**src/rtl/jsu_pkg.sv**
```systemverilog
// Shared types, character codes and helper functions for the JSON string decoder.
`timescale 1ns / 1ps

package jsu_pkg;

  typedef struct packed {
    logic [7:0] source_byte;
    logic       source_end;
  } in_beat_t;

  typedef struct packed {
    logic [7:0] out_byte;
    logic [1:0] kind;
    logic [3:0] error_code;
    logic       final_item;
  } out_beat_t;

  // One entry of the front-to-back queue: either one to four decoded bytes
  // or a single end-of-string beat.
  typedef struct packed {
    logic [1:0]      kind;
    logic [3:0]      err;
    logic [1:0]      last;     // index of the last byte to send
    logic [3:0][7:0] bytes;    // bytes[0] goes out first
  } cmd_t;

  localparam logic [1:0] KIND_BYTE = 2'd0;
  localparam logic [1:0] KIND_OK   = 2'd1;
  localparam logic [1:0] KIND_FAIL = 2'd2;

  localparam logic [3:0] ERR_NONE          = 4'd0;
  localparam logic [3:0] ERR_NO_OPEN       = 4'd1;
  localparam logic [3:0] ERR_NO_CLOSE      = 4'd2;
  localparam logic [3:0] ERR_BAD_ESCAPE    = 4'd3;
  localparam logic [3:0] ERR_SHORT_UNICODE = 4'd4;
  localparam logic [3:0] ERR_BAD_HEX       = 4'd5;
  localparam logic [3:0] ERR_SHORT_PAIR    = 4'd6;
  localparam logic [3:0] ERR_PAIR_NO_BSL   = 4'd7;
  localparam logic [3:0] ERR_PAIR_NO_U     = 4'd8;
  localparam logic [3:0] ERR_BAD_LOW       = 4'd9;
  localparam logic [3:0] ERR_UNFINISHED    = 4'd10;

  localparam logic [7:0] CH_QUOTE = 8'h22;
  localparam logic [7:0] CH_BSL   = 8'h5C;
  localparam logic [7:0] CH_SLASH = 8'h2F;
  localparam logic [7:0] CH_B     = 8'h62;
  localparam logic [7:0] CH_F     = 8'h66;
  localparam logic [7:0] CH_N     = 8'h6E;
  localparam logic [7:0] CH_R     = 8'h72;
  localparam logic [7:0] CH_T     = 8'h74;
  localparam logic [7:0] CH_U     = 8'h75;

  localparam logic [20:0] RUNE_MAX  = 21'h10FFFF;
  localparam logic [20:0] RUNE_REPL = 21'h00FFFD;

  // {valid, value} of one hex digit character
  function automatic logic [4:0] hex_digit(input logic [7:0] c);
    logic [4:0] r;
    r = 5'd0;
    if (c inside {[8'h30:8'h39]}) begin
      r = {1'b1, c[3:0]};
    end else if (c inside {[8'h61:8'h66], [8'h41:8'h46]}) begin
      r = {1'b1, c[3:0] + 4'd9};
    end
    return r;
  endfunction

  // {valid, value} of four hex digits, most significant first
  function automatic logic [16:0] hex4(input logic [7:0] c0, input logic [7:0] c1,
                                       input logic [7:0] c2, input logic [7:0] c3);
    logic [4:0] d0, d1, d2, d3;
    d0 = hex_digit(c0);
    d1 = hex_digit(c1);
    d2 = hex_digit(c2);
    d3 = hex_digit(c3);
    return {d0[4] & d1[4] & d2[4] & d3[4], d0[3:0], d1[3:0], d2[3:0], d3[3:0]};
  endfunction

endpackage

```
**src/rtl/jsu_front.sv**
```systemverilog
// Front end: literal layer and escape decoder, one source byte per cycle while the queue is not full.
`timescale 1ns / 1ps

module jsu_front
  import jsu_pkg::*;
(
  input  logic     clk,
  input  logic     rst,
  input  logic     push,
  input  in_beat_t item,
  input  logic     q_full,
  output logic     cmd_valid,
  output cmd_t     cmd
);

  localparam logic [2:0] PH_WAIT  = 3'd0;
  localparam logic [2:0] PH_PLAIN = 3'd1;
  localparam logic [2:0] PH_ESC   = 3'd2;
  localparam logic [2:0] PH_HEX   = 3'd3;
  localparam logic [2:0] PH_PAIR  = 3'd4;

  logic [2:0]  phase, phase_next;
  logic        esc, esc_next;
  logic [2:0]  lcnt, lcnt_next;
  logic [15:0] hs, hs_next;
  logic [3:0]  herr, herr_next;
  logic [7:0]  lb [6];
  logic        lb_we;
  logic        produce;
  logic        accept;
  logic [16:0] hx;
  logic [7:0]  b;

  // UTF-8 encoding of a rune into a queue entry
  function automatic cmd_t encode(input logic [20:0] rune_in);
    cmd_t c;
    logic [20:0] r;
    r = (rune_in > RUNE_MAX) ? RUNE_REPL : rune_in;
    c = '0;
    c.kind = KIND_BYTE;
    c.err  = ERR_NONE;
    if (r < 21'h80) begin
      c.last = 2'd0;
      c.bytes[0] = r[7:0];
    end else if (r < 21'h800) begin
      c.last = 2'd1;
      c.bytes[0] = {3'b110, r[10:6]};
      c.bytes[1] = {2'b10, r[5:0]};
    end else if (r < 21'h10000) begin
      c.last = 2'd2;
      c.bytes[0] = {4'b1110, r[15:12]};
      c.bytes[1] = {2'b10, r[11:6]};
      c.bytes[2] = {2'b10, r[5:0]};
    end else begin
      c.last = 2'd3;
      c.bytes[0] = {5'b11110, r[20:18]};
      c.bytes[1] = {2'b10, r[17:12]};
      c.bytes[2] = {2'b10, r[11:6]};
      c.bytes[3] = {2'b10, r[5:0]};
    end
    return c;
  endfunction

  function automatic cmd_t one_byte(input logic [7:0] v);
    cmd_t c;
    c = '0;
    c.kind = KIND_BYTE;
    c.bytes[0] = v;
    return c;
  endfunction

  function automatic cmd_t finish(input logic [3:0] e);
    cmd_t c;
    c = '0;
    c.kind = (e == ERR_NONE) ? KIND_OK : KIND_FAIL;
    c.err  = e;
    return c;
  endfunction

  assign b      = item.source_byte;
  assign accept = push && !q_full;

  always_comb begin
    phase_next = phase;
    esc_next   = esc;
    lcnt_next  = lcnt;
    hs_next    = hs;
    herr_next  = herr;
    lb_we      = 1'b0;
    produce    = 1'b0;
    cmd        = '0;
    hx         = '0;
    if (phase == PH_WAIT) begin
      if (b != CH_QUOTE) begin
        produce = 1'b1;
        cmd     = finish(ERR_NO_OPEN);
      end else if (item.source_end) begin
        produce = 1'b1;
        cmd     = finish(ERR_NO_CLOSE);
      end else begin
        phase_next = PH_PLAIN;
        esc_next   = 1'b0;
        lcnt_next  = 3'd0;
        hs_next    = 16'd0;
        herr_next  = ERR_NONE;
      end
    end else if (!esc && b == CH_QUOTE) begin
      produce = 1'b1;
      if (herr != ERR_NONE) begin
        cmd = finish(herr);
      end else if (phase == PH_HEX) begin
        cmd = finish(ERR_SHORT_UNICODE);
      end else if (phase == PH_PAIR) begin
        cmd = finish(ERR_SHORT_PAIR);
      end else if (phase == PH_ESC) begin
        cmd = finish(ERR_UNFINISHED);
      end else begin
        cmd = finish(ERR_NONE);
      end
      phase_next = PH_WAIT;
      esc_next   = 1'b0;
      lcnt_next  = 3'd0;
      hs_next    = 16'd0;
      herr_next  = ERR_NONE;
    end else if (item.source_end) begin
      produce    = 1'b1;
      cmd        = finish((!esc && b == CH_BSL) ? ERR_UNFINISHED : ERR_NO_CLOSE);
      phase_next = PH_WAIT;
      esc_next   = 1'b0;
      lcnt_next  = 3'd0;
      hs_next    = 16'd0;
      herr_next  = ERR_NONE;
    end else begin
      esc_next = esc ? 1'b0 : (b == CH_BSL);
      if (herr == ERR_NONE) begin
        case (phase)
          PH_ESC: begin
            phase_next = PH_PLAIN;
            case (b)
              CH_B: begin produce = 1'b1; cmd = one_byte(8'h08); end
              CH_F: begin produce = 1'b1; cmd = one_byte(8'h0C); end
              CH_N: begin produce = 1'b1; cmd = one_byte(8'h0A); end
              CH_R: begin produce = 1'b1; cmd = one_byte(8'h0D); end
              CH_T: begin produce = 1'b1; cmd = one_byte(8'h09); end
              CH_SLASH, CH_BSL, CH_QUOTE: begin
                produce = 1'b1;
                cmd = one_byte(b);
              end
              CH_U: begin
                phase_next = PH_HEX;
                lcnt_next  = 3'd0;
              end
              default: herr_next = ERR_BAD_ESCAPE;
            endcase
          end
          PH_HEX: begin
            if (lcnt < 3'd3) begin
              lb_we     = 1'b1;
              lcnt_next = lcnt + 3'd1;
            end else begin
              lcnt_next = 3'd0;
              hx = hex4(lb[0], lb[1], lb[2], b);
              if (!hx[16]) begin
                herr_next  = ERR_BAD_HEX;
                phase_next = PH_PLAIN;
              end else if (hx[15:0] >= 16'hD800 && hx[15:0] <= 16'hDBFF) begin
                hs_next    = hx[15:0];
                phase_next = PH_PAIR;
              end else begin
                phase_next = PH_PLAIN;
                produce    = 1'b1;
                cmd        = encode({5'd0, hx[15:0]});
              end
            end
          end
          PH_PAIR: begin
            if (lcnt < 3'd5) begin
              lb_we     = 1'b1;
              lcnt_next = lcnt + 3'd1;
            end else begin
              lcnt_next  = 3'd0;
              phase_next = PH_PLAIN;
              hx = hex4(lb[2], lb[3], lb[4], b);
              if (lb[0] != CH_BSL) begin
                herr_next = ERR_PAIR_NO_BSL;
              end else if (lb[1] != CH_U) begin
                herr_next = ERR_PAIR_NO_U;
              end else if (!hx[16]) begin
                herr_next = ERR_BAD_HEX;
              end else if (hx[15:0] < 16'hDC00 || hx[15:0] > 16'hDFFF) begin
                herr_next = ERR_BAD_LOW;
              end else begin
                // 0x10000 + ((hi - 0xD800) << 10 | (lo - 0xDC00))
                produce = 1'b1;
                cmd     = encode(21'h10000 + {1'b0, hs[9:0], hx[9:0]});
              end
            end
          end
          default: begin
            if (b == CH_BSL) begin
              phase_next = PH_ESC;
            end else begin
              phase_next = PH_PLAIN;
              produce    = 1'b1;
              cmd        = one_byte(b);
            end
          end
        endcase
      end
    end
  end

  assign cmd_valid = accept && produce;

  always_ff @(posedge clk) begin
    if (rst) begin
      phase <= PH_WAIT;
      esc   <= 1'b0;
      lcnt  <= 3'd0;
      hs    <= 16'd0;
      herr  <= ERR_NONE;
    end else if (accept) begin
      phase <= phase_next;
      esc   <= esc_next;
      lcnt  <= lcnt_next;
      hs    <= hs_next;
      herr  <= herr_next;
    end
  end

  always_ff @(posedge clk) begin
    if (accept && lb_we) begin
      lb[lcnt] <= b;
    end
  end

endmodule

```
**src/rtl/jsu_queue.sv**
```systemverilog
// Small queue of decoded commands between front and back end.
`timescale 1ns / 1ps

module jsu_queue
  import jsu_pkg::*;
#(
  parameter int DEPTH = 4
) (
  input  logic clk,
  input  logic rst,
  input  logic wr,
  input  cmd_t wr_data,
  output logic full,
  input  logic rd,
  output logic valid,
  output cmd_t rd_data
);

  localparam int PW = (DEPTH > 1) ? $clog2(DEPTH) : 1;
  localparam int CW = $clog2(DEPTH + 1);
  localparam logic [PW-1:0] LAST = PW'(DEPTH - 1);

  cmd_t          slots [DEPTH];
  logic [PW-1:0] wptr, rptr;
  logic [CW-1:0] count;
  logic          do_wr, do_rd;

  assign full    = (count == CW'(DEPTH));
  assign valid   = (count != '0);
  assign rd_data = slots[rptr];
  assign do_wr   = wr && !full;
  assign do_rd   = rd && valid;

  always_ff @(posedge clk) begin
    if (rst) begin
      wptr  <= '0;
      rptr  <= '0;
      count <= '0;
    end else begin
      if (do_wr) begin
        wptr <= (wptr == LAST) ? '0 : wptr + 1'b1;
      end
      if (do_rd) begin
        rptr <= (rptr == LAST) ? '0 : rptr + 1'b1;
      end
      case ({do_wr, do_rd})
        2'b10:   count <= count + 1'b1;
        2'b01:   count <= count - 1'b1;
        default: count <= count;
      endcase
    end
  end

  always_ff @(posedge clk) begin
    if (do_wr) begin
      slots[wptr] <= wr_data;
    end
  end

endmodule

```
**src/rtl/jsu_back.sv**
```systemverilog
// Back end: expands queued commands into result beats, one per cycle while pop is high.
`timescale 1ns / 1ps

module jsu_back
  import jsu_pkg::*;
(
  input  logic      clk,
  input  logic      rst,
  input  logic      q_valid,
  input  cmd_t      q_data,
  output logic      q_rd,
  output logic      empty,
  input  logic      pop,
  output out_beat_t result
);

  cmd_t       cur;
  logic       cur_valid;
  logic [1:0] idx;
  logic       advance, done, load;

  assign advance = pop && cur_valid;
  assign done    = advance && (idx == cur.last);
  assign load    = (!cur_valid || done) && q_valid;
  assign q_rd    = load;
  assign empty   = !cur_valid;

  assign result.out_byte   = cur.bytes[idx];
  assign result.kind       = cur.kind;
  assign result.error_code = cur.err;
  assign result.final_item = (cur.kind != KIND_BYTE);

  always_ff @(posedge clk) begin
    if (rst) begin
      cur_valid <= 1'b0;
      idx       <= 2'd0;
    end else if (load) begin
      cur_valid <= 1'b1;
      idx       <= 2'd0;
    end else if (done) begin
      cur_valid <= 1'b0;
      idx       <= 2'd0;
    end else if (advance) begin
      idx <= idx + 2'd1;
    end
  end

  always_ff @(posedge clk) begin
    if (load) begin
      cur <= q_data;
    end
  end

endmodule

```
**src/rtl/json_string_unescape_utf8.sv**
```systemverilog
// Top level of the streaming JSON string literal decoder.
//
// Source text goes in one byte a beat (push/full), starting at the opening quote;
// decoded UTF-8 bytes and one end-of-string beat come out in order (empty/pop).
// The front end takes one source byte per cycle while full is low: it tracks
// backslash pairing to find the closing quote, decodes simple escapes and \u
// escapes (with a following low surrogate), and holds the first decode error until
// the string closes. Each byte yields at most one queue entry, holding either one
// to four UTF-8 bytes or a final ok/fail beat. The back end sends one result beat
// per cycle while pop is high, so each UTF-8 byte of an expanded \u escape takes
// its own beat. The QUEUE_DEPTH-entry queue between the two absorbs those bursts;
// full rises only when it fills, i.e. when output expands faster than pop drains
// it. An accepted byte's entry is registered in the queue, then in the back end's
// current command, which drives its first result beat. Errors are reported only on
// the final beat; after a decode error no further decoded bytes appear for that
// string. After any final beat the block waits for a new opening quote.
`timescale 1ns / 1ps

module json_string_unescape_utf8
  import jsu_pkg::*;
#(
  parameter int QUEUE_DEPTH = 4
) (
  input  logic      clk,
  input  logic      rst,
  input  logic      push,
  output logic      full,
  input  in_beat_t  item,
  output logic      empty,
  input  logic      pop,
  output out_beat_t result
);

  logic cmd_valid;
  cmd_t cmd;
  logic q_valid;
  cmd_t q_data;
  logic q_rd;

  jsu_front u_front (
    .clk       (clk),
    .rst       (rst),
    .push      (push),
    .item      (item),
    .q_full    (full),
    .cmd_valid (cmd_valid),
    .cmd       (cmd)
  );

  // decoupling queue; full backpressures the source directly
  jsu_queue #(
    .DEPTH (QUEUE_DEPTH)
  ) u_queue (
    .clk     (clk),
    .rst     (rst),
    .wr      (cmd_valid),
    .wr_data (cmd),
    .full    (full),
    .rd      (q_rd),
    .valid   (q_valid),
    .rd_data (q_data)
  );

  jsu_back u_back (
    .clk     (clk),
    .rst     (rst),
    .q_valid (q_valid),
    .q_data  (q_data),
    .q_rd    (q_rd),
    .empty   (empty),
    .pop     (pop),
    .result  (result)
  );

endmodule

```
**config.mk**
```make
export PLATFORM = sky130hd
export DESIGN_NAME = json_string_unescape_utf8
export DESIGN_NICKNAME = d
export VERILOG_FILES = /design/src/rtl/jsu_pkg.sv /design/src/rtl/jsu_front.sv /design/src/rtl/jsu_queue.sv /design/src/rtl/jsu_back.sv /design/src/rtl/json_string_unescape_utf8.sv
export SDC_FILE = /design/constraint.sdc
export NUM_CORES = 1
export LEC_CHECK = 0
export BUFFER_PORTS_ARGS = -buffer_cell sky130_fd_sc_hd__buf_4
export CORE_MARGIN = 1
export CORE_UTILIZATION = 60
export CTS_CLUSTER_DIAMETER = 200
export DETAILED_ROUTE_END_ITERATION = 10
export PLACE_DENSITY = 0.85
export REMOVE_ABC_BUFFERS = 1
export SLEW_MARGIN = 20
export SYNTH_ARGS = -nofsm -noshare
export SYNTH_HDL_FRONTEND = slang
export SYNTH_SLANG_ARGS = --single-unit
```
**constraint.sdc**
```tcl
create_clock -name clk -period 11.2 [get_ports clk]
set_input_delay 2.24 -clock clk [delete_from_list [all_inputs] [get_ports clk]]
set_output_delay 2.24 -clock clk [all_outputs]
set_load 0.05 [all_outputs]
```
==> results by group, run 1 <==
Run status
  • Run status: completed

Global routing
  • GR Util met3: 5.217%
  • Met1 Use GR: 38.70%
  • Congestion Overflow GR: 0
  • Vias in the first global route: 8579
  • GR peak layer: met2
  • GRT Total Usage: 29.43%
  • First-pass GRT wire length: 48530 um
  • Met2 GRT Util: 49.25%
  • Largest net degree at the start of global routing: 39
  • Initial antenna violation count: 0

STA
  • Tcrit/Tclk final: 49.57%
  • Slew Limit Headroom: 30.72%
  • Hold Fails Final Rpt: 0
  • Setup ws final: 5.648 ns
  • Worst Skew: 0.02622 ns
  • RSZ-0062 raised after global routing: no
  • Fin. max-slew vios: 0
  • Achievable Freq: 0.1801 GHz
  • Final setup fails: 0
  • Hold_ws: 0.5110 ns
  • Fin crit period: 5.552 ns
  • Actual slew at the worst max-slew pin: 1.031 ns
  • Setup TNS: 0 ns

Critical path
  • Worst path required time: 11.35 ns
  • R2R Path Start: u_front.lb[0][0]
  • Critical path class: in2reg
  • Critical path depth: 11
  • Buf/Inv on CP: 2
  • Worst setup EP type: flop
  • Critical path origin: item[1]
  • CP Max Fanout: 36
  • CP max stage delay: 0.85 ns
  • Cell mode on critical path: nand2_1
  • Arr. time, crit path: 5.70 ns
  • Slowest CP cell: and2_2
  • CP Cell Sequence: buf_4 > inv_1 > ha_1 > nor2b_1 > o311ai_1 > nand2_1 > nand2_1 > nor4b_1 > and2_1 > o21a_1 > and2_2
  • CP startpoint kind: input pin
  • Delay-heaviest family, CP: simple AND/OR/NAND/NOR gates
  • R2R Setup Slk: 6.65 ns
  • FF-to-FF path depth: 16

Clock tree
  • Root buf cell: clkbuf_16
  • CTS tree: built
  • Clk buf depth: 3
  • H-tree depth: 1
  • Clock Latency Late Sink: 0.55 ns
  • Clock Sinks: 251
  • Worst-path clk slew: 0.06 ns
  • CTS Hold Bufs: 0
  • CTS Buf Count: 25
  • Post_cts resized: 0
  • # Post-CTS Setup Buffers: 0

Logic synthesis
  • Yosys top cell area share: 52.12%
  • Post-synth top area cell: edfxtp_1
  • Synth Area per Inst: 12.73 sq um
  • Yosys warning total: 0
  • FFs w/ async S/R, synth: 0%
  • Post-Syn Area: 0.01267 sq mm
  • Sequential share of the synthesized area: 57.02%
  • Distinct cell type count after synthesis: 84
  • Synth Flop Type: edfxtp_1
  • Register bit total from synthesis: 251
  • Area contributors post-synth: edfxtp_1, mux4_2, dfxtp_1
  • Cells after Synth: 996
  • Number of synthesized flops with an enable pin: 220

Placement
  • Dpl cell area: 0.01312 sq mm
  • Global placement routability congestion: 0.9598
  • DP Worst Slack: 5.166 ns
  • Port Buffer Count: 29
  • Hpwl dp: 20610 um

Final layout
  • Post-route cell area: 0.01397 sq mm
  • Commonest non-fill, non-tap cell in the layout: edfxtp_1
  • # diodes: 0
  • Most frequent cells in the layout: edfxtp_1, nor2_1, a21oi_1
  • Util after Layout: 68.19%
  • Share of layout cells above drive strength 1: 15.54%
  • Area Growth Syn to Fin: 10.26%
  • Final nets: 1066

Routing
  • Vias post-DR: 8855
  • Detailed-route wire length: 31690 um
  • Post-DR wirelength/cell: 24.26 um
  • Detailed Routing Iterations Pass 1: 6
  • Antenna Nets Post-Route: 0
  • # DRC: 0
  • DR iter-0 viols: 1117
  • Avg Vias per Cell: 6.780

Hold path
  • Worst Hold Class: reg2reg
  • Hold Path Origin: u_front.herr[2]
  • WHS Path Cells: 2

Power and ir drop
  • PD cells: 189.5 mW/mm^2
  • Worst vdd rail ir drop: 0.1410 mV
  • Leak: 0.004756 uW

Job
  • MaxCap Viol Count: 0

Floorplan
  • Die area: 0.02171 sq mm
  • Starting Density: 61.84%
  • Core Footprint: 0.02049 sq mm
  • Die Ht: 147.3 um
  • Die width: 147.3 um
  • # rows: 52
  • Ports: 30
## cells in the mapped netlist, types with 9 or more instances
cell type,number
a31oi_1,14
o21bai_1,9
dfxtp_1,31
nor2_1,83
and2_1,17
edfxtp_1,220
nand2_1,48
nand4_1,11
o22ai_1,15
or3_1,11
o21ai_0,30
mux2i_1,15
nand2b_1,15
inv_1,36
a211oi_1,11
nor3_1,28
ha_1,34
nor2b_1,12
mux4_2,43
nor4_1,12
nand3_1,24
a21oi_1,62
clkbuf_1,24
## sequential cells by signal, summed over array words and instances, names as in the netlist, 3 cells and up
name           count
u_front.phase      3
u_front.hs        10
u_back.result      6
u_queue.count      3
u_queue.slots    144
u_front.lcnt       3
u_front.herr       4
u_front.lb        40
u_back.cur        30
## per-layer routing
layer,wire length [um],vias up
met2,15480,545
li1,-,3948
met4,1096,0
met5,0,-
met3,2749,92
met1,12370,4270
## tightest hold or removal path: stages (launching register included)
cell and delay [ns]:
dfxtp_1 0.35, nand2_1 0.07, a21oi_1 0.05
## path summary, 6_finish.rpt
check,endpoint
max,u_queue.slots[0][3]
min,u_front.herr[2]
max reg2reg,u_queue.count[2]
min reg2reg,u_front.herr[2]
## metrics by stage
stage | instances | total power (uW)
2_1_floorplan | 951 | 1621
3_3_place_gp | 1261 | 1754
3_5_place_dp | 1261 | 1786
4_1_cts | 1306 | 2661
5_1_grt | 1306 | 2726
6_report | 1306 | 2648
## report_power, final
part	switching [uW]	total, uW	internal [uW]
logic	333	540	208
registers	62.5	1240	1180
clock network	353	867	514
total	748	2650	1900
## area by class of cell
class	count	area [sq um]
flip-flops and latches	251	7228
fillers	1380	6520
multi-input cells	664	5120
clock buffers	32	661.9
well taps	270	337.8
repair buffers	40	300.3
clock inverters	13	191.4
inverters	36	135.1
## cells by family (layout without fill, tap and decap cells)
family / Yosys count / in the layout / synth area share (%)
compound gates: 228 / 228 / 12.33
mux: 63 / 63 / 9.269
xor+xnor: 8 / 8 / 0.5528
buf+inv: 81 / 121 / 2.725
fa+ha+maj: 35 / 35 / 3.514
simple gates: 330 / 330 / 14.59
flops: 251 / 251 / 57.02
(Power assumes the default switching activity.)
==> run 2, diff against run 1 <==
clock period = 5.75 ns   (was 11.2 ns; I/O delays follow)
==> run 2 against run 1 <==
  * Clock skew is 0.017 ns lower
  * Non-clock buffer count is 3 higher
  * Die area stayed put
  * Cell count is 0.31% higher
  * Combinational power is 96% higher
  * Sequential share of layout area is 0.084 points higher
  * Cell area is 0.16% lower
  * Count of clock-buffer cells in the layout is 8 higher
  * Wire length is 2.0% lower
  * Critical path type is now reg2reg
==> results by group, run 2 (synthesis results as in run 1) <==
Run status
  • Run status: completed

Clock tree
  • # Post-CTS Setup Buffers: 0
  • Clk buf depth: 3
  • Post_cts resized: 0
  • CTS Buf Count: 25
  • Root buf cell: clkbuf_16
  • Clock Latency Late Sink: 0.54 ns
  • CTS tree: built
  • CTS Hold Bufs: 0
  • H-tree depth: 1
  • Clock Sinks: 251
  • Worst-path clk slew: 0.06 ns

Hold path
  • Worst Hold Class: reg2reg

STA
  • Slew Limit Headroom: 29.78%
  • Fin crit period: 4.496 ns
  • Actual slew at the worst max-slew pin: 1.040 ns
  • Hold Fails Final Rpt: 0
  • Worst Skew: 0.009477 ns
  • RSZ-0062 raised after global routing: no
  • Fin. max-slew vios: 0
  • Tcrit/Tclk final: 78.20%
  • Setup TNS: 0 ns
  • Achievable Freq: 0.2224 GHz
  • Final setup fails: 0

Placement
  • Placed cell count: 1264
  • Dpl cell area: 0.01314 sq mm
  • Global placement routability congestion: 1.005
  • Hpwl dp: 20980 um
  • Port Buffer Count: 29

Floorplan
  • Ports: 30
  • Core Footprint: 0.02049 sq mm
  • Die area: 0.02171 sq mm
  • Starting Density: 61.84%
  • Die Ht: 147.3 um
  • # rows: 52
  • Die width: 147.3 um

Power and ir drop
  • Int Pwr: 3624 uW
  • Leak: 0.004757 uW
  • Worst vdd rail ir drop: 0.2789 mV
  • Power share of the combinational group: 20.9%
  • Switching part of the total power: 28.27%
  • Psw: 1428 uW
  • Clk pwr share: 31.8%
  • PD cells: 362.1 mW/mm^2
  • Flop pwr share: 47.4%

Global routing
  • Vias in the first global route: 8633
  • Congestion Overflow GR: 0
  • First-pass GRT wire length: 48240 um
  • Initial antenna violation count: 0
  • Largest net degree at the start of global routing: 40
  • GRT Total Usage: 29.12%

Critical path
  • Worst path required time: 6.22 ns
  • Arr. time, crit path: 4.97 ns
  • Critical path class: reg2reg
  • CP Max Fanout: 12
  • CP startpoint kind: flop
  • Worst setup EP type: flop

Final layout
  • Commonest non-fill, non-tap cell in the layout: edfxtp_1
  • # diodes: 0
  • Max FFs per register: 144
  • Most frequent cells in the layout: edfxtp_1, nor2_1, a21oi_1
  • Area Growth Syn to Fin: 10.08%
  • Layout fillers: 1414
  • Most flop-heavy register: u_queue.slots
  • Non-Filler Instances: 1310
  • Top Registers: u_queue.slots: 144 flops, u_front.lb: 40 flops, u_back.cur: 30 flops
  • Post-route cell area: 0.01395 sq mm
  • Final nets: 1069
  • Util after Layout: 68.08%
  • Share of layout cells above drive strength 1: 15.58%

Routing
  • Detailed Routing Iterations Pass 1: 8
  • Detailed-route wire length: 31050 um
  • DR iter-0 viols: 971
  • # DRC: 0
  • Avg Vias per Cell: 6.776
  • Post-DR wirelength/cell: 23.70 um
  • Vias post-DR: 8876
  • Antenna Nets Post-Route: 0

Job
  • MaxCap Viol Count: 0
-- run 2: cell types whose count changed in the layout (fill, tap and decap cells not counted) --
cell        previous run  this run
clkbuf_1               6        10
clkbuf_8               1         5
buf_4                 40        43
bufinv_16              4         1
clkinv_1               2         0
clkinv_2               2         1
clkinv_4               3         2
clkinvlp_4             1         0
inv_6                  0         1
nor3b_1                7         8
nor3b_2                1         0
o311ai_0               1         2
o311ai_1               3         2
-- run 2: power by group through the flow --
stage,logic [uW],registers [uW],clock network [uW]
finish,1060,2390,1600
detailed placement,1060,2430,0
CTS,1070,2400,1630
global placement,1010,2400,0
floorplan,637,2520,0
global route,1130,2410,1690
-- run 2: path summary, 6_finish.rpt --
path	startpoint	endpoint	slack, ns	cells past startpoint
worst max-delay path	u_front.lb[0][0]	u_queue.count[2]	1.25	16
worst min-delay path	u_queue.count[2]	u_queue.count[2]	0.49	2
worst max register to register	u_front.lb[0][0]	u_queue.count[2]	1.25	16
worst min register to register	u_queue.count[2]	u_queue.count[2]	0.49	2
-- run 2: routing by layer --
layer / part of all wire (%) / up-vias / global-route usage, % / wire length [um]
met5: 0 / - / 0 / 0
met4: 3.2 / 0 / 10.67 / 1005
met3: 8.0 / 94 / 4.410 / 2485
met2: 50 / 451 / 49.95 / 15420
met1: 39 / 4379 / 37.65 / 12130
li1: - / 3952 / - / -
-- run 2: critical path: stages, from the launching register on --
cell	delay, ns
edfxtp_1	0.58
inv_1	0.13
ha_1	0.27
or3b_2	0.45
a211oi_1	0.24
a21oi_1	0.10
a211o_1	0.31
or3_1	0.41
and2_1	0.28
o21a_1	0.28
inv_1	0.09
ha_1	0.18
inv_1	0.07
fa_1	0.43
xor2_1	0.16
or3_1	0.31
a21oi_1	0.14
-- run 2: metrics by stage --
step / total power (uW) / hold slack, ns / setup WS [ns]
global placement: 3419 / 0.4921 / 0.9046
detailed placement: 3484 / 0.4885 / 0.8031
global route: 5227 / 0.5436 / 0.9023
floorplan: 3157 / 0.4577 / 0.5937
finish: 5052 / 0.4947 / 1.254
CTS: 5096 / 0.4961 / 1.269
-- run 2: cell type report --
| type | count | area (sq um) | share of cell area (%) |
|---|---|---|---|
| clock buffers | 40 | 732.0 | 5.246 |
| clock inverters | 6 | 81.33 | 0.5829 |
| inverters | 36 | 135.1 | 0.9685 |
| multi-input cells | 664 | 5115 | 36.66 |
| flip-flops and latches | 251 | 7228 | 51.81 |
| well taps | 270 | 337.8 | 2.421 |
| repair buffers | 43 | 322.8 | 2.314 |
